## src/rtl/tsp_pkg.sv

```systemverilog
// ----------------------------------------------------------------------------
// Triangle strip packer package
// Shared widths, register map constants and result kind codes.
// ----------------------------------------------------------------------------
package tsp_pkg;

  localparam int unsigned VertexW  = 32;
  localparam int unsigned ApbAddrW = 3;
  localparam int unsigned ApbDataW = 32;

  // Register index, taken from the word address paddr[2].
  localparam logic [ApbAddrW-3:0] RegPadEveryStrip = '0;

  // Slots that must remain for one triangle after the degenerate vertices.
  localparam int unsigned DegMinRoom = 3;
  // Degenerate vertex counts for an even and an odd output strip fill.
  localparam int unsigned DupEven = 2;
  localparam int unsigned DupOdd  = 3;

  typedef logic [VertexW-1:0] vertex_t;

  typedef enum logic {
    KindVertex = 1'b0,
    KindClose  = 1'b1
  } kind_e;

endpackage

```

## src/rtl/tsp_if.sv

```systemverilog
// ----------------------------------------------------------------------------
// Triangle strip packer stream interfaces
// Valid/ready channels for source vertex items and packed result items.
// ----------------------------------------------------------------------------
interface tsp_in_if;
  import tsp_pkg::*;

  logic    valid;
  logic    ready;
  vertex_t vertex;
  logic    strip_end;
  logic    list_end;

  modport source (output valid, vertex, strip_end, list_end, input ready);
  modport sink   (input valid, vertex, strip_end, list_end, output ready);
endinterface

interface tsp_out_if;
  import tsp_pkg::*;

  logic    valid;
  logic    ready;
  vertex_t out_vertex;
  kind_e   kind;
  logic    last_of_run;

  modport source (output valid, out_vertex, kind, last_of_run, input ready);
  modport sink   (input valid, out_vertex, kind, last_of_run, output ready);
endinterface

```

## src/rtl/tsp_cfg_regs.sv

```systemverilog
// ----------------------------------------------------------------------------
// Triangle strip packer configuration registers
// APB-style register file holding the pad_every_strip control bit.
// ----------------------------------------------------------------------------
module tsp_cfg_regs (
  input  logic                          clk_i,
  input  logic                          rst_ni,
  input  logic                          psel,
  input  logic                          penable,
  input  logic                          pwrite,
  input  logic [tsp_pkg::ApbAddrW-1:0]  paddr,
  input  logic [tsp_pkg::ApbDataW-1:0]  pwdata,
  output logic [tsp_pkg::ApbDataW-1:0]  prdata,
  output logic                          pready,
  output logic                          pad_every_strip_o
);
  import tsp_pkg::*;

  logic pad_q;
  logic sel_pad;
  logic wr_en;

  assign sel_pad = (paddr[ApbAddrW-1:2] == RegPadEveryStrip);
  assign wr_en   = psel & penable & pwrite;
  assign pready  = 1'b1;

  always_comb begin
    prdata = '0;
    if (sel_pad) begin
      prdata[0] = pad_q;
    end
  end

  always_ff @(posedge clk_i or negedge rst_ni) begin
    if (!rst_ni) begin
      pad_q <= 1'b1;
    end else if (wr_en && sel_pad) begin
      pad_q <= pwdata[0];
    end
  end

  assign pad_every_strip_o = pad_q;

endmodule

```

## src/rtl/triangle_strip_packer_core.sv

```systemverilog
// ----------------------------------------------------------------------------
// Triangle strip packer core
// Stitches variable-length source triangle strips into fixed-size output
// strips with degenerate vertices, restart vertices, padding and close markers.
// ----------------------------------------------------------------------------
// The block takes one source vertex item and emits the result items it causes
// through a single output register, one result per clock cycle while the
// output is ready. An item that causes one result is done once that result is
// emitted, so plain vertex streams run at one item per cycle when not stalled;
// an item that triggers stitching, a strip restart, padding or a close marker
// holds the input until all of its results are emitted. The next item is taken
// in the cycle that the last result of the current one moves into the output
// register, and that register refills while its previous result is being taken.
// An accepted item is held in the current-item register before its results enter
// the output register. pad_every_strip must only be written while no item is in flight.
module triangle_strip_packer_core #(
  parameter int unsigned STRIP_SIZE = 16
) (
  input  logic                          clk_i,
  input  logic                          rst_ni,
  tsp_in_if.sink                        in_i,
  tsp_out_if.source                     out_o,
  input  logic                          psel,
  input  logic                          penable,
  input  logic                          pwrite,
  input  logic [tsp_pkg::ApbAddrW-1:0]  paddr,
  input  logic [tsp_pkg::ApbDataW-1:0]  pwdata,
  output logic [tsp_pkg::ApbDataW-1:0]  prdata,
  output logic                          pready
);
  import tsp_pkg::*;

  localparam int unsigned FillW = $clog2(STRIP_SIZE + 1);
  localparam int unsigned NumPos = 12;
  localparam logic [FillW-1:0] FillFull = FillW'(STRIP_SIZE);

  // Result positions of one item, in emission order.
  typedef enum logic [3:0] {
    P_ST_PAD,
    P_ST_MARK,
    P_ST_DEG_LAST,
    P_ST_DEG_V,
    P_ST_DEG_V3,
    P_NS_MARK,
    P_NS_ODD,
    P_NS_TWO,
    P_NS_ONE,
    P_MAIN_V,
    P_END_PAD,
    P_END_MARK
  } pos_e;

  logic pad_every_strip;

  tsp_cfg_regs u_cfg (
    .clk_i             (clk_i),
    .rst_ni            (rst_ni),
    .psel              (psel),
    .penable           (penable),
    .pwrite            (pwrite),
    .paddr             (paddr),
    .pwdata            (pwdata),
    .prdata            (prdata),
    .pready            (pready),
    .pad_every_strip_o (pad_every_strip)
  );

  // Current item.
  logic    cur_valid_q;
  vertex_t cur_vertex_q;
  logic    cur_send_q;
  logic    cur_lend_q;

  // Packer state.
  logic [FillW-1:0] fill_q;
  vertex_t          last_em_q;
  vertex_t          prev1_q;
  vertex_t          prev2_q;
  logic             odd_q;
  logic             at_start_q;

  // Per-item sequencing.
  pos_e pos_q;
  logic first_q;
  logic pre_close_q;
  logic dup2_q;
  logic dup3_q;
  logic ns_close_q;

  // Output register.
  logic    out_valid_q;
  vertex_t out_vertex_q;
  kind_e   out_kind_q;
  logic    out_last_q;

  logic [FillW:0]    fill_ext;
  logic [FillW:0]    dup_amt;
  logic              fresh_dup2;
  logic              fresh_dup3;
  logic              fresh_pre_close;
  logic              fresh_ns_close;
  logic              pre_close;
  logic              dup2;
  logic              dup3;
  logic              ns_close;
  logic              full;
  logic [NumPos-1:0] applies;
  pos_e              eff;
  vertex_t           res_vertex;
  kind_e             res_kind;
  logic              res_last;
  logic              emit;
  logic              done;
  logic              in_ready;
  logic              load;
  logic              at_start_d;

  assign fill_ext   = {1'b0, fill_q};
  assign full       = (fill_q == FillFull);
  assign fresh_dup2 = (fill_q != '0);
  assign fresh_dup3 = fill_q[0];

  always_comb begin
    dup_amt = '0;
    if (fresh_dup3) begin
      dup_amt = (FillW + 1)'(DupOdd);
    end else if (fresh_dup2) begin
      dup_amt = (FillW + 1)'(DupEven);
    end
  end

  // The strip is closed first when fewer than DegMinRoom slots would remain.
  assign fresh_pre_close = (fill_ext + dup_amt + (FillW + 1)'(DegMinRoom))
                           > (FillW + 1)'(STRIP_SIZE);
  assign fresh_ns_close  = full;

  // Decisions are taken from the fill level the item finds on entry.
  assign pre_close = first_q ? fresh_pre_close : pre_close_q;
  assign dup2      = first_q ? fresh_dup2      : dup2_q;
  assign dup3      = first_q ? fresh_dup3      : dup3_q;
  assign ns_close  = first_q ? fresh_ns_close  : ns_close_q;

  always_comb begin
    applies                = '0;
    applies[P_ST_PAD]      = at_start_q & pre_close & pad_every_strip &
                             (fill_q != '0) & ~full;
    applies[P_ST_MARK]     = at_start_q & pre_close;
    applies[P_ST_DEG_LAST] = at_start_q & ~pre_close & dup2;
    applies[P_ST_DEG_V]    = at_start_q & ~pre_close & dup2;
    applies[P_ST_DEG_V3]   = at_start_q & ~pre_close & dup3;
    applies[P_NS_MARK]     = ~at_start_q & ns_close;
    applies[P_NS_ODD]      = ~at_start_q & ns_close & odd_q;
    applies[P_NS_TWO]      = ~at_start_q & ns_close;
    applies[P_NS_ONE]      = ~at_start_q & ns_close;
    applies[P_MAIN_V]      = 1'b1;
    applies[P_END_PAD]     = cur_lend_q & ~full;
    applies[P_END_MARK]    = cur_lend_q;
  end

  // First applicable position at or after the current one.
  always_comb begin
    eff = P_END_MARK;
    for (int i = int'(NumPos) - 1; i >= 0; i--) begin
      if ((4'(i) >= pos_q) && applies[i]) begin
        eff = pos_e'(4'(i));
      end
    end
  end

  always_comb begin
    res_vertex = cur_vertex_q;
    res_kind   = KindVertex;
    case (eff)
      P_ST_PAD, P_ST_DEG_LAST, P_END_PAD: res_vertex = last_em_q;
      P_ST_MARK, P_NS_MARK, P_END_MARK: begin
        res_vertex = '0;
        res_kind   = KindClose;
      end
      P_NS_ODD, P_NS_TWO: res_vertex = prev2_q;
      P_NS_ONE:           res_vertex = prev1_q;
      default:            res_vertex = cur_vertex_q;
    endcase
  end

  assign res_last = (eff == P_END_MARK) || ((eff == P_MAIN_V) && !cur_lend_q);

  assign emit     = cur_valid_q && (!out_valid_q || out_o.ready);
  assign done     = emit && res_last;
  assign in_ready = !cur_valid_q || done;
  assign load     = in_i.valid && in_ready;

  assign at_start_d = done ? 1'b0 : at_start_q;

  always_ff @(posedge clk_i or negedge rst_ni) begin
    if (!rst_ni) begin
      cur_valid_q  <= 1'b0;
      cur_vertex_q <= '0;
      cur_send_q   <= 1'b0;
      cur_lend_q   <= 1'b0;
      fill_q       <= '0;
      last_em_q    <= '0;
      prev1_q      <= '0;
      prev2_q      <= '0;
      odd_q        <= 1'b0;
      at_start_q   <= 1'b1;
      pos_q        <= P_ST_PAD;
      first_q      <= 1'b0;
      pre_close_q  <= 1'b0;
      dup2_q       <= 1'b0;
      dup3_q       <= 1'b0;
      ns_close_q   <= 1'b0;
      out_valid_q  <= 1'b0;
      out_vertex_q <= '0;
      out_kind_q   <= KindVertex;
      out_last_q   <= 1'b0;
    end else begin
      if (emit) begin
        out_valid_q  <= 1'b1;
        out_vertex_q <= res_vertex;
        out_kind_q   <= res_kind;
        out_last_q   <= res_last;
        pre_close_q  <= pre_close;
        dup2_q       <= dup2;
        dup3_q       <= dup3;
        ns_close_q   <= ns_close;
        if (res_kind == KindClose) begin
          fill_q <= '0;
        end else begin
          last_em_q <= res_vertex;
          if (!full) begin
            fill_q <= fill_q + FillW'(1);
          end
        end
      end else if (out_o.ready) begin
        out_valid_q <= 1'b0;
      end

      if (load) begin
        first_q <= 1'b1;
      end else if (emit) begin
        first_q <= 1'b0;
      end

      // A padding position repeats until the strip is full.
      if (load) begin
        // A finishing item may change at_start_q in this same cycle.
        if (done) begin
          pos_q <= (cur_lend_q || cur_send_q) ? P_ST_PAD : P_NS_MARK;
        end else begin
          pos_q <= at_start_d ? P_ST_PAD : P_NS_MARK;
        end
      end else if (emit && (eff != P_END_MARK)) begin
        pos_q <= ((eff == P_ST_PAD) || (eff == P_END_PAD)) ? eff
                                                            : pos_e'(eff + 4'd1);
      end

      if (load) begin
        cur_valid_q <= 1'b1;
      end else if (done) begin
        cur_valid_q <= 1'b0;
      end

      if (done) begin
        if (cur_lend_q) begin
          prev1_q    <= '0;
          prev2_q    <= '0;
          odd_q      <= 1'b0;
          at_start_q <= 1'b1;
        end else begin
          prev2_q    <= prev1_q;
          prev1_q    <= cur_vertex_q;
          odd_q      <= at_start_q ? 1'b1 : ~odd_q;
          at_start_q <= cur_send_q;
        end
      end

      if (load) begin
        cur_vertex_q <= in_i.vertex;
        cur_send_q   <= in_i.strip_end;
        cur_lend_q   <= in_i.list_end;
      end
    end
  end

  assign in_i.ready        = in_ready;
  assign out_o.valid       = out_valid_q;
  assign out_o.out_vertex  = out_vertex_q;
  assign out_o.kind        = out_kind_q;
  assign out_o.last_of_run = out_last_q;

endmodule
```

## src/flat_wrapper.sv

```systemverilog
// flat-port wrapper written by rule: the top's interface ports become plain ports
module triangle_strip_packer_core_flat import tsp_pkg::*;
#(
  parameter int unsigned STRIP_SIZE = 16
)
  (clk_i, rst_ni, psel, penable, pwrite, paddr, pwdata, prdata, pready, in_i_valid, in_i_vertex, in_i_strip_end, in_i_list_end, in_i_ready, out_o_valid, out_o_out_vertex, out_o_kind, out_o_last_of_run, out_o_ready);
  tsp_in_if in_i_i ();
  tsp_out_if out_o_i ();
  input  logic clk_i;
  input  logic rst_ni;
  input  logic psel;
  input  logic penable;
  input  logic pwrite;
  input  logic [tsp_pkg::ApbAddrW-1:0] paddr;
  input  logic [tsp_pkg::ApbDataW-1:0] pwdata;
  output logic [tsp_pkg::ApbDataW-1:0] prdata;
  output logic pready;
  input wire logic [$bits(in_i_i.valid)-1:0] in_i_valid;
  input wire logic [$bits(in_i_i.vertex)-1:0] in_i_vertex;
  input wire logic [$bits(in_i_i.strip_end)-1:0] in_i_strip_end;
  input wire logic [$bits(in_i_i.list_end)-1:0] in_i_list_end;
  output wire logic [$bits(in_i_i.ready)-1:0] in_i_ready;
  output wire logic [$bits(out_o_i.valid)-1:0] out_o_valid;
  output wire logic [$bits(out_o_i.out_vertex)-1:0] out_o_out_vertex;
  output wire logic [$bits(out_o_i.kind)-1:0] out_o_kind;
  output wire logic [$bits(out_o_i.last_of_run)-1:0] out_o_last_of_run;
  input wire logic [$bits(out_o_i.ready)-1:0] out_o_ready;
  assign in_i_i.valid = in_i_valid;
  assign in_i_i.vertex = in_i_vertex;
  assign in_i_i.strip_end = in_i_strip_end;
  assign in_i_i.list_end = in_i_list_end;
  assign in_i_ready = in_i_i.ready;
  assign out_o_valid = out_o_i.valid;
  assign out_o_out_vertex = out_o_i.out_vertex;
  assign out_o_kind = out_o_i.kind;
  assign out_o_last_of_run = out_o_i.last_of_run;
  assign out_o_i.ready = out_o_ready;
  triangle_strip_packer_core #(.STRIP_SIZE(STRIP_SIZE)) u_core (.clk_i(clk_i), .rst_ni(rst_ni), .in_i(in_i_i), .out_o(out_o_i), .psel(psel), .penable(penable), .pwrite(pwrite), .paddr(paddr), .pwdata(pwdata), .prdata(prdata), .pready(pready));
endmodule
```

## config.mk

```make
export PLATFORM = sky130hd
export DESIGN_NAME = triangle_strip_packer_core_flat
export DESIGN_NICKNAME = d
export VERILOG_FILES = /design/src/rtl/tsp_pkg.sv /design/src/rtl/tsp_if.sv /design/src/rtl/tsp_cfg_regs.sv /design/src/rtl/triangle_strip_packer_core.sv /design/src/flat_wrapper.sv
export SDC_FILE = /design/constraint.sdc
export NUM_CORES = 1
export LEC_CHECK = 0
export ABC_AREA = 1
export BUFFER_PORTS_ARGS = -buffer_cell sky130_fd_sc_hd__buf_2
export CAP_MARGIN = 10
export CELL_PAD_IN_SITES_DETAIL_PLACEMENT = 1
export CELL_PAD_IN_SITES_GLOBAL_PLACEMENT = 1
export CORE_UTILIZATION = 40
export CTS_BUF_LIST = sky130_fd_sc_hd__clkbuf_8
export DETAILED_ROUTE_END_ITERATION = 16
export PLACE_DENSITY_LB_ADDON = 0.1
export SLEW_MARGIN = 10
export SYNTH_ARGS = -nofsm -noshare
export SYNTH_HDL_FRONTEND = slang
export SYNTH_SLANG_ARGS = --single-unit
```

## constraint.sdc

```tcl
create_clock -name clk_i -period 7.4 [get_ports clk_i]
set_clock_uncertainty 0.2 [all_clocks]
set_input_delay 0.74 -clock clk_i [delete_from_list [all_inputs] [get_ports clk_i]]
set_output_delay 0.74 -clock clk_i [all_outputs]
set_load 0.03 [all_outputs]
```

==> reports/metrics.yaml <==
ios: 145
vias_per_cell: 5.07
critPathBufInv: 4
synth.area.mux_share_pct: 0
max_stage_delay_ns: 0.63
fin_tns_setup_ns: 0
avgSynthCellArea_um2: 8.18
clkTransAtPathRegs_ns: 0.09
synth-seq-cells: 183
maxCapViolCount: 0
cts_tree: "built"
cts_resized: 0
via_count: 7149
nFillCells: 2657
gp_congestion: 0.781
cts_root_buf: "clkbuf_8"
yosys.area.top_type_share_pct: 51.8
synth_xor_area_share_pct: 0.200
first_pass_iters: 5
start_kind: "flop"
worstMarginPinSlew_ns: 1.15
worstSetupPathType: "flop to primary output"
yosysWarnings: 0
synth-edff-count: 0
setup_viol: 0
cp_max_fo: 69
antenna_found_initial: 0
clock_path_buffers: 2
rows: 53
fin_crit_sh_pct: 74.6
async_flop_share_pct: 100
rsz0062_at_grt: "no"
synth_top_cell_by_area: "dfrtp_1"
synth_adder_area_share_pct: 0.858
design.die.area_um2: 22500
drive_above_1_share_pct: 14.0
relSlewSlack_pct: 23.4
holdBufCountCts: 0
grt_max_degree: 115
area_growth_pct: 9.30
critPathTopFamily: "simple AND/OR/NAND/NOR gates"
fin_crit_ns: 5.52
status: "finished clean"
grt_pass1_wl_um: 39200
cp_data_required_time_ns: 6.46
synthCells: 1070
synth_area_um2: 8750
start_util_pct: 41.2
crit_chain: "inv_1 -> ha_1 -> nor3b_2 -> nand4_1 -> ha_1 -> nand3_1 -> nand3_1 -> nand2_2 -> nand3_1 -> nand2_1 -> inv_2 -> nand2_1 -> nand3_2 -> and2_1 -> nand2_1 -> inv_1 -> ha_1 -> nand3_1 -> nand2_2 -> nand2_4 -> nand2_2 -> buf_2"
critPathSlowestCell: "nand2_4"
routed_wl_um: 23600
die_x_um: 150
htreeDepth: 4
grt_util_all_layers_pct: 22.7
yosysSeqAreaShare_pct: 52.4
clkLatencyLatePin_ns: 0.48
io_buffers: 79
cpMostUsedCell: "nand3_1"
wl_per_cell_um: 16.8
maxSlewViolCount: 0
cts_setup_buffers: 0
diodes: 0
ys_top_cells_by_area: "dfrtp_1, nand2_1, nand3_1"
synth_top_family_by_area: "simple AND/OR/NAND/NOR gates"
dp_hpwl_um: 13600
yosysUniqueCellTypes: 39
whs_ns: 0.141
cts_sinks: 183
synthFlopType: "dfrtp_1"
grt_pass1_vias: 7350
core_area_um2: 21200
finalNetCount: 1204
final-seq-area_um2: 4580
drt_iter0_markers: 372
drc: 0
synth-simple-area-share_pct: 27.2
multi_input_area_um2: 3490
fmaxAchievable_mhz: 181
crit_arrival_ns: 4.58
die_y_um: 150
cp-end-kind: "primary output"
grt_overflow: 0
synth_compound_area_share_pct: 10.2
ant_nets: 0
hp-class: "input port to asynchronous set/reset pin"
hold_viol: 0
cts_buffers: 17
[flip-flops by register name (all words and copies together), names as in the netlist, 4 cells and up]
name                     cells
u_core.last_em_q            32
u_core.pos_q                 4
u_core.prev2_q              32
u_core.fill_q                5
u_core.out_o.out_vertex     32
u_core.cur_vertex_q         32
u_core.prev1_q              32
[metal layers]
metal / GRT usage, % / wire length (um) / part of all wire (%) / vias to the layer above
met5: 0 / 0 / 0 / -
met4: 6.41 / 265 / 1.1 / 0
met3: 3.23 / 630 / 2.7 / 23
met2: 37.1 / 11300 / 48 / 124
met1: 31.4 / 11500 / 49 / 3545
li1: - / - / - / 3457
[synthesized netlist by cell type, types with 15 or more instances]
| master | n |
|---|---|
| o21ai_0 | 58 |
| dfrtp_1 | 181 |
| buf_2 | 17 |
| clkbuf_1 | 20 |
| nand2_1 | 441 |
| nor2_1 | 15 |
| buf_4 | 39 |
| nand3_1 | 86 |
| o21ai_1 | 21 |
| o31ai_1 | 25 |
| inv_1 | 60 |
| a21oi_1 | 35 |
[logic make-up (layout without fill, tap and decap cells)]
family | count (synthesis) | after routing
other | 2 | 32
and+or+nand+nor | 572 | 572
AOI/OAI and AO/OA | 151 | 151
DFF | 183 | 183
adders and majority gates | 6 | 6
buffers and inverters | 154 | 189
xor gates and xnor gates | 2 | 2
[through the flow]
| stage | cells | instance area [um2] | worst slack (ns) | util (%) |
|---|---|---|---|---|
| after floorplan | 1100 | 8860 | 3.65 | - |
| after global routing | 1410 | 9560 | 1.42 | 45.1 |
| after detailed placement | 1378 | 9160 | 2.15 | 43.2 |
| after global placement | 1378 | 9160 | 2.24 | 43.2 |
| after CTS | 1410 | 9560 | 1.80 | 45.1 |
| final | 1410 | 9560 | 1.88 | 45.1 |
[area by class of cell]
cell class / instances / area share [%]
Tap cell: 275 / 3.60
Inverter: 65 / 2.55
Multi-Input combinational cell: 763 / 36.5
Timing Repair Buffer: 92 / 5.25
Clock buffer: 18 / 2.59
Clock inverter: 14 / 1.61
Sequential cell: 183 / 47.9
[layout by cell type (no fill, tap or decap), types with 6 or more instances in the layout]
cell / n
inv_1: 60
nor2_1: 15
clkbuf_8: 19
o21ai_0: 58
conb_1: 32
o21ai_1: 21
a21oi_1: 35
buf_4: 13
nand2_1: 440
o31ai_2: 7
buf_2: 78
dfrtp_1: 181
ha_1: 6
nand4_1: 6
nand3_1: 86
nand2_2: 8
o31ai_1: 25
[worst paths after layout]
| kind | startpoint | endpoint | slack [ns] | cells past startpoint |
|---|---|---|---|---|
| min reg2reg | u_core.out_o.out_vertex[28] | u_core.out_o.out_vertex[28] | 0.28 | 2 |
| max | u_core.fill_q[0] | in_i_ready | 1.88 | 22 |
| min | rst_ni | u_core.ns_close_q | 0.14 | 1 |
| max reg2reg | u_core.fill_q[0] | u_core.cur_vertex_q[2] | 2.21 | 23 |
| max in group asynchronous | rst_ni | u_core.cur_vertex_q[26] | 5.45 | 2 |
| min in group clk_i | in_i_vertex[15] | u_core.cur_vertex_q[15] | 0.24 | 3 |
Power is left out: the tool's default activity adds up to more than one toggle a clock period on the data nets, which glitch-free logic cannot reach.
